<file path="config.mk">
export PLATFORM = sky130hd
export DESIGN_NAME = fba_ctrl
export DESIGN_NICKNAME = d
export VERILOG_FILES = /design/src/rtl/fba_pkg.sv /design/src/rtl/fba_ctrl.sv
export SDC_FILE = /design/constraint.sdc
export NUM_CORES = 1
export LEC_CHECK = 0
export BUFFER_PORTS_ARGS = -buffer_cell sky130_fd_sc_hd__buf_2
export CORE_MARGIN = 4
export CORE_UTILIZATION = 57
export DETAILED_ROUTE_END_ITERATION = 8
export PLACE_DENSITY = 0.78
export SLEW_MARGIN = 25
export SYNTH_ARGS = -nofsm -noshare
export SYNTH_HDL_FRONTEND = slang
export SYNTH_SLANG_ARGS = --single-unit
</file>
<file path="constraint.sdc">
create_clock -name clk -period 2.6 [get_ports clk]
set_input_delay 0.13 -clock clk [delete_from_list [all_inputs] [get_ports clk]]
set_output_delay 0.13 -clock clk [all_outputs]
set_load 0.02 [all_outputs]
</file>
<file path="src/rtl/fba_pkg.sv">
// ----------------------------------------------------------------------------
// fba_pkg
// Shared widths, defaults and controller/datapath interface types of the
// free-list block allocator.
// ----------------------------------------------------------------------------
package fba_pkg;

  localparam int OFF_W = 18;   // payload offsets and request sizes
  localparam int SZ_W  = 19;   // block sizes and byte counts
  localparam int VAL_W = 20;   // offset plus size before wrapping

  localparam int DEF_SEGMENT_BYTES    = 262144;
  localparam int DEF_ALIGN_BYTES      = 8;
  localparam int SEGMENT_HEADER_BYTES = 64;
  localparam int BLOCK_HEADER_BYTES   = 32;
  localparam int MIN_BLOCK_BYTES      = 40;
  localparam int BEST_FIT_EXTRA       = 3;

  localparam logic CMD_ALLOC = 1'b0;
  localparam logic CMD_FREE  = 1'b1;

  typedef enum logic [4:0] {
    OP_CLR,
    OP_IDLE,
    OP_A_NEED,
    OP_A_CHK,
    OP_A_HEAD,
    OP_A_WALK,
    OP_A_BEST,
    OP_A_SEL,
    OP_A_PREP,
    OP_A_W1,
    OP_A_W2,
    OP_A_W3,
    OP_F_IX,
    OP_F_RD,
    OP_F_CUR,
    OP_F_PREV,
    OP_F_PRD,
    OP_F_PMG,
    OP_F_NIX,
    OP_F_NRD,
    OP_F_NMG,
    OP_F_HRD,
    OP_F_LNK,
    OP_F_HEAD,
    OP_DONE
  } op_t;

  typedef struct packed {
    op_t  op;
    logic take;   // request beat taken this cycle
  } cmd_t;

  typedef struct packed {
    logic clr_done;
    logic fb_short;
    logic head_empty;
    logic walk_hit;
    logic walk_more;
    logic best_more;
    logic prev_free;
    logic rsp_busy;
  } status_t;

endpackage

</file>
<file path="src/rtl/fba_ctrl.sv">
// ----------------------------------------------------------------------------
// fba_ctrl
// Sequencer of the allocator: clearing pass, allocate walk and free merge
// steps, result hand-off.
// ----------------------------------------------------------------------------
module fba_ctrl (
  input  logic             clk,
  input  logic             rst,
  input  logic             req_valid,
  output logic             req_stall,
  input  logic             cmd,
  input  fba_pkg::status_t sts,
  output fba_pkg::cmd_t    ctl
);
  import fba_pkg::*;

  localparam int NS = 25;

  typedef enum logic [NS-1:0] {
    S_CLR    = NS'(1) << 0,
    S_IDLE   = NS'(1) << 1,
    S_A_NEED = NS'(1) << 2,
    S_A_CHK  = NS'(1) << 3,
    S_A_HEAD = NS'(1) << 4,
    S_A_WALK = NS'(1) << 5,
    S_A_BEST = NS'(1) << 6,
    S_A_SEL  = NS'(1) << 7,
    S_A_PREP = NS'(1) << 8,
    S_A_W1   = NS'(1) << 9,
    S_A_W2   = NS'(1) << 10,
    S_A_W3   = NS'(1) << 11,
    S_F_IX   = NS'(1) << 12,
    S_F_RD   = NS'(1) << 13,
    S_F_CUR  = NS'(1) << 14,
    S_F_PREV = NS'(1) << 15,
    S_F_PRD  = NS'(1) << 16,
    S_F_PMG  = NS'(1) << 17,
    S_F_NIX  = NS'(1) << 18,
    S_F_NRD  = NS'(1) << 19,
    S_F_NMG  = NS'(1) << 20,
    S_F_HRD  = NS'(1) << 21,
    S_F_LNK  = NS'(1) << 22,
    S_F_HEAD = NS'(1) << 23,
    S_DONE   = NS'(1) << 24
  } state_t;

  state_t state, state_next;
  logic   take;

  assign take      = (state == S_IDLE) && req_valid;
  assign req_stall = (state != S_IDLE);

  always_comb begin
    state_next = state;
    unique case (state)
      S_CLR:    if (sts.clr_done) state_next = S_IDLE;
      S_IDLE: begin
        if (take) begin
          state_next = (cmd == CMD_FREE) ? S_F_IX : S_A_NEED;
        end
      end
      S_A_NEED: state_next = S_A_CHK;
      S_A_CHK:  state_next = sts.fb_short ? S_DONE : S_A_HEAD;
      S_A_HEAD: state_next = sts.head_empty ? S_DONE : S_A_WALK;
      S_A_WALK: begin
        if (sts.walk_hit) begin
          state_next = sts.walk_more ? S_A_BEST : S_A_SEL;
        end else begin
          state_next = sts.walk_more ? S_A_WALK : S_DONE;
        end
      end
      S_A_BEST: state_next = sts.best_more ? S_A_BEST : S_A_SEL;
      S_A_SEL:  state_next = S_A_PREP;
      S_A_PREP: state_next = S_A_W1;
      S_A_W1:   state_next = S_A_W2;
      S_A_W2:   state_next = S_A_W3;
      S_A_W3:   state_next = S_DONE;
      S_F_IX:   state_next = S_F_RD;
      S_F_RD:   state_next = S_F_CUR;
      S_F_CUR:  state_next = sts.prev_free ? S_F_PREV : S_F_NIX;
      S_F_PREV: state_next = S_F_PRD;
      S_F_PRD:  state_next = S_F_PMG;
      S_F_PMG:  state_next = S_F_NIX;
      S_F_NIX:  state_next = S_F_NRD;
      S_F_NRD:  state_next = S_F_NMG;
      S_F_NMG:  state_next = S_F_HRD;
      S_F_HRD:  state_next = S_F_LNK;
      S_F_LNK:  state_next = S_F_HEAD;
      S_F_HEAD: state_next = S_DONE;
      S_DONE:   if (!sts.rsp_busy) state_next = S_IDLE;
      default:  state_next = S_CLR;
    endcase
  end

  always_ff @(posedge clk) begin
    if (rst) begin
      state <= S_CLR;
    end else begin
      state <= state_next;
    end
  end

  always_comb begin
    ctl.take = take;
    unique case (state)
      S_CLR:    ctl.op = OP_CLR;
      S_IDLE:   ctl.op = OP_IDLE;
      S_A_NEED: ctl.op = OP_A_NEED;
      S_A_CHK:  ctl.op = OP_A_CHK;
      S_A_HEAD: ctl.op = OP_A_HEAD;
      S_A_WALK: ctl.op = OP_A_WALK;
      S_A_BEST: ctl.op = OP_A_BEST;
      S_A_SEL:  ctl.op = OP_A_SEL;
      S_A_PREP: ctl.op = OP_A_PREP;
      S_A_W1:   ctl.op = OP_A_W1;
      S_A_W2:   ctl.op = OP_A_W2;
      S_A_W3:   ctl.op = OP_A_W3;
      S_F_IX:   ctl.op = OP_F_IX;
      S_F_RD:   ctl.op = OP_F_RD;
      S_F_CUR:  ctl.op = OP_F_CUR;
      S_F_PREV: ctl.op = OP_F_PREV;
      S_F_PRD:  ctl.op = OP_F_PRD;
      S_F_PMG:  ctl.op = OP_F_PMG;
      S_F_NIX:  ctl.op = OP_F_NIX;
      S_F_NRD:  ctl.op = OP_F_NRD;
      S_F_NMG:  ctl.op = OP_F_NMG;
      S_F_HRD:  ctl.op = OP_F_HRD;
      S_F_LNK:  ctl.op = OP_F_LNK;
      S_F_HEAD: ctl.op = OP_F_HEAD;
      S_DONE:   ctl.op = OP_DONE;
      default:  ctl.op = OP_CLR;
    endcase
  end

endmodule

</file>
# Word level (Yosys, flattened, before mapping)
# Cells that the tools add are included.
[totals]
regBits = 25
inputBits = 12
wordCells = 46
[op_classes]
eq_ne = 29
mux = 13
reduce_logical = 3
[op_table]
columns = ["operator", "n"]
rows = [
  ["$pmux W25 S24", 1],
  ["$mux W25", 7],
  ["$pmux W5 S24", 1],
  ["$eq A25 B1 Y1 const B", 1],
  ["$eq A25 B10 Y1 const B", 1],
  ["$eq A25 B11 Y1 const B", 1],
  ["$eq A25 B12 Y1 const B", 1],
  ["$eq A25 B13 Y1 const B", 1],
  ["$eq A25 B14 Y1 const B", 1],
  ["$eq A25 B15 Y1 const B", 1],
  ["$eq A25 B16 Y1 const B", 1],
  ["$eq A25 B17 Y1 const B", 1],
  ["$eq A25 B18 Y1 const B", 1],
  ["$eq A25 B19 Y1 const B", 1],
  ["$eq A25 B2 Y1 const B", 1],
  ["$eq A25 B20 Y1 const B", 1],
  ["$eq A25 B21 Y1 const B", 1],
  ["$eq A25 B22 Y1 const B", 1],
  ["$eq A25 B23 Y1 const B", 1],
  ["$eq A25 B24 Y1 const B", 1],
  ["$eq A25 B25 Y1 const B", 1],
  ["$eq A25 B3 Y1 const B", 1],
  ["$eq A25 B4 Y1 const B", 1],
  ["$eq A25 B5 Y1 const B", 1],
  ["other kinds (12)", 15],
]

# Logic depth before layout (Yosys ltp)
[depth]
depth_word = 4
mapped_depth = 7
mapped_depth_nobuf = 6

# Worst setup path before layout
# OpenSTA, ideal clock, no wires.
[synth_timing]
path_type = "reg2reg"
startpoint = "register state[5]"
endpoint = "register state[18]"
arrival_ps = 2046
required_time_ps = 2533
slack_ps = 487
stages_incl_launch_ff = 8
path_buffers = 1
path_cell_list = "dfxtp_1 -> buf_6 -> nor4_4 -> and4_4 -> nand3_4 -> or4b_4 -> or3_1 -> a21oi_2"
[synth_via]
elab_chain_cells = 4
[synth_lines]
columns = ["item", "line_no", "source"]
rows = [
  ["start: declaration", "fba_ctrl.sv:47", "state_t state, state_next;"],
  ["start signal: assignment", "fba_ctrl.sv:99", "state <= state_next;"],
  ["parallel branches: the longest is 4 deep, another holds $eq A25 B24 Y1", "n/a", ""],
]
# Several ways; the timed one is not identified.
# A chain may end at the register's enable or synchronous reset.

==> flow_metrics.py <==
metrics = {
    "placement": {
        "pre_cts_slack_ns": 0.348,
        "gp_congestion": 0.878,
        "hpwlAfterDp_um": 3010,
        "portBuffers": 18,
    },
    "logic_synthesis": {
        "synthCells": 198,
        "synth.distinct_cells": 51,
        "syn-cell-area_mm2": 0.00161,
        "synth_edf_count": 0,
        "yosysSeqAreaShare": 0.311,
        "syn_avg_cell_area_um2": 8.13,
        "ys_warn_count": 0,
        "ys.flop_type": "dfxtp_1",
        "ys_async_sr_fraction": 0,
        "syn-num-nets": 210,
        "ys_ff_latch": 25,
    },
    "sta": {
        "hold_violations": 1,
        "drv_slew": 0,
        "finalCritPeriodShare": 0.977,
        "worst_slew_pin_slew_ns": 0.413,
        "skew_ns": 0.00608,
        "timing.fmax_mhz": 394,
        "setup_viol": 0,
        "setup_ws_ns": 0.0593,
        "min_period_ns": 2.54,
        "holdWs_ns": -0.00707,
        "max-slew-margin-rel": 0.721,
    },
    "drt": {
        "drt_iter0_drc": 77,
        "drt_first_pass_iters": 4,
        "vias": 1613,
        "via_per_inst": 6.38,
        "postRouteAntennaNets": 0,
        "wl_per_cell_um": 16.6,
        "drt-total-wl_um": 4200,
        "drc": 0,
    },
    "worst_setup_path": {
        "arrival_ns": 2.41,
        "cp_max_fo": 6,
        "end_kind": "output pin",
        "worstSetupStartpointType": "flip-flop",
        "reg2reg_slack_ns": 0.32,
        "critPathRequiredTime_ns": 2.47,
        "crit_type": "flip-flop to output pin",
    },
    "finish": {
        "area_growth_pct": 15.8,
        "antenna_cells": 0,
        "final_util": 0.682,
        "largest_register_ff_count": 25,
        "top_regs": "state: 25 flops",
        "layout_common_cells": "nor2_1, dfxtp_1, buf_2, nand2_1, buf_4",
        "layout-drive-gt1-share": 0.252,
        "nNetsFinal": 235,
        "final_common_cell": "nor2_1",
        "top_register": "state",
    },
    "global_route": {
        "grt_usage": 0.235,
        "gr-total-overflow": 0,
        "grt_pass1_vias": 1434,
        "grt_pass1_wl_um": 6710,
        "antenna_found_initial": 0,
        "grt_max_degree": 20,
    },
    "clocking": {
        "ctsLongestPathBuffers": 2,
        "cts_buffers": 3,
        "insertion_delay_ns": 0.33,
        "cts_root_buffer": "clkbuf_4",
        "clkSinkCount": 25,
        "cts_tree": "yes",
        "path_clk_slew_ns": 0.15,
        "cts_htree_levels": 1,
    },
    "power_and_ir_drop": {
        "ir_worst_vdd_mv": 0.306,
        "p_leak_nw": 0.772,
        "power.density_mw_per_mm2": 372,
    },
    "die": {
        "die-area_mm2": 0.00374,
        "die_y_um": 61.2,
        "core_mm2": 0.00273,
        "rows": 19,
        "io-pin-count": 19,
        "initial_core_util": 0.589,
        "die_w_um": 61.2,
    },
    "min_path": {
        "min_path_type": "primary input to flip-flop",
    },
    "run_status": {
        "status": "complete, but fails checks",
        "violations": "hold timing",
    },
    "run": {
        "cap_violations": 0,
    },
}
[critical path, stage by stage (launching register included)]
cell      delay [ns]
dfxtp_1         0.45
nor3_1          0.09
buf_4           0.17
and2_1          0.22
nand4_1         0.16
o21ai_1         0.13
o21bai_1        0.19
or4_1           0.49
buf_2           0.18
[stage by stage]
stage / total power, mW / TNS, ns / area (um2) / std cells
2_1_floorplan: 0.469 / 0 / 1610 / 198
3_3_place_gp: 0.496 / 0 / 1720 / 241
3_5_place_dp: 0.497 / 0 / 1720 / 241
4_1_cts: 0.677 / 0 / 1770 / 247
5_1_grt: 0.722 / -0.0735 / 1860 / 253
6_report: 0.693 / 0 / 1860 / 253
[area by class of cell]
cell class | instances | area (um2)
clock buffer | 3 | 22.5
clock inverter | 1 | 5.00
fill | 222 | 870
inverter | 4 | 15.0
multi-input combinational | 160 | 1100
sequential | 25 | 508
tap | 31 | 38.8
timing repair buffer | 29 | 178
[power by group]
part           internal [mW]  switching, mW
logic                 0.0507         0.0636
clock network         0.0578          0.127
registers              0.387        0.00695
total                  0.495          0.198
[routing by layer]
layer,track usage,share of wire
met1,0.325,0.45
met3,0.0335,0.044
met4,0.0836,0.022
met5,0,0
met2,0.373,0.49
[synthesized netlist by cell type (6+ instances only)]
| master | n | area share |
|---|---|---|
| a21oi_1 | 6 | 0.019 |
| and3_1 | 7 | 0.027 |
| clkbuf_1 | 7 | 0.016 |
| dfxtp_1 | 25 | 0.31 |
| nand2_1 | 12 | 0.028 |
| nand2b_1 | 8 | 0.031 |
| nand4_1 | 8 | 0.031 |
| nor2_1 | 20 | 0.047 |
| nor3_1 | 8 | 0.025 |
| o21ai_0 | 7 | 0.022 |
[logic make-up after synthesis]
| kind of cell | Yosys count | share of synthesized area |
|---|---|---|
| compound gates | 34 | 0.139 |
| xor+xnor | 9 | 0.0489 |
| buf+inv | 13 | 0.0373 |
| flops | 25 | 0.311 |
| simple gates | 117 | 0.464 |
[path summary, 6_finish.rpt]
path,endpoint,from,cells after the start
setup / recovery,ctl[2],state[20]$_SDFFE_PP0P_,8
hold / removal,state[15]$_SDFFE_PP0P_,sts[1],3
hold reg to reg,state[17]$_SDFFE_PP0P_,state[24]$_SDFFE_PP0P_,1
setup reg to reg,state[18]$_SDFFE_PP0P_,state[4]$_SDFFE_PP0P_,6
[repair_timing]
action | 4_1_cts | 5_1_grt
pin swaps | 0 | 6
buffers inserted | 0 | 6
resized for setup | 2 | 13
setup endpoints to repair | 2 | 6
hold buffers | 2 | 0
endpoints found under the hold margin | 2 | 0
Power figures use the tool's default switching activity.
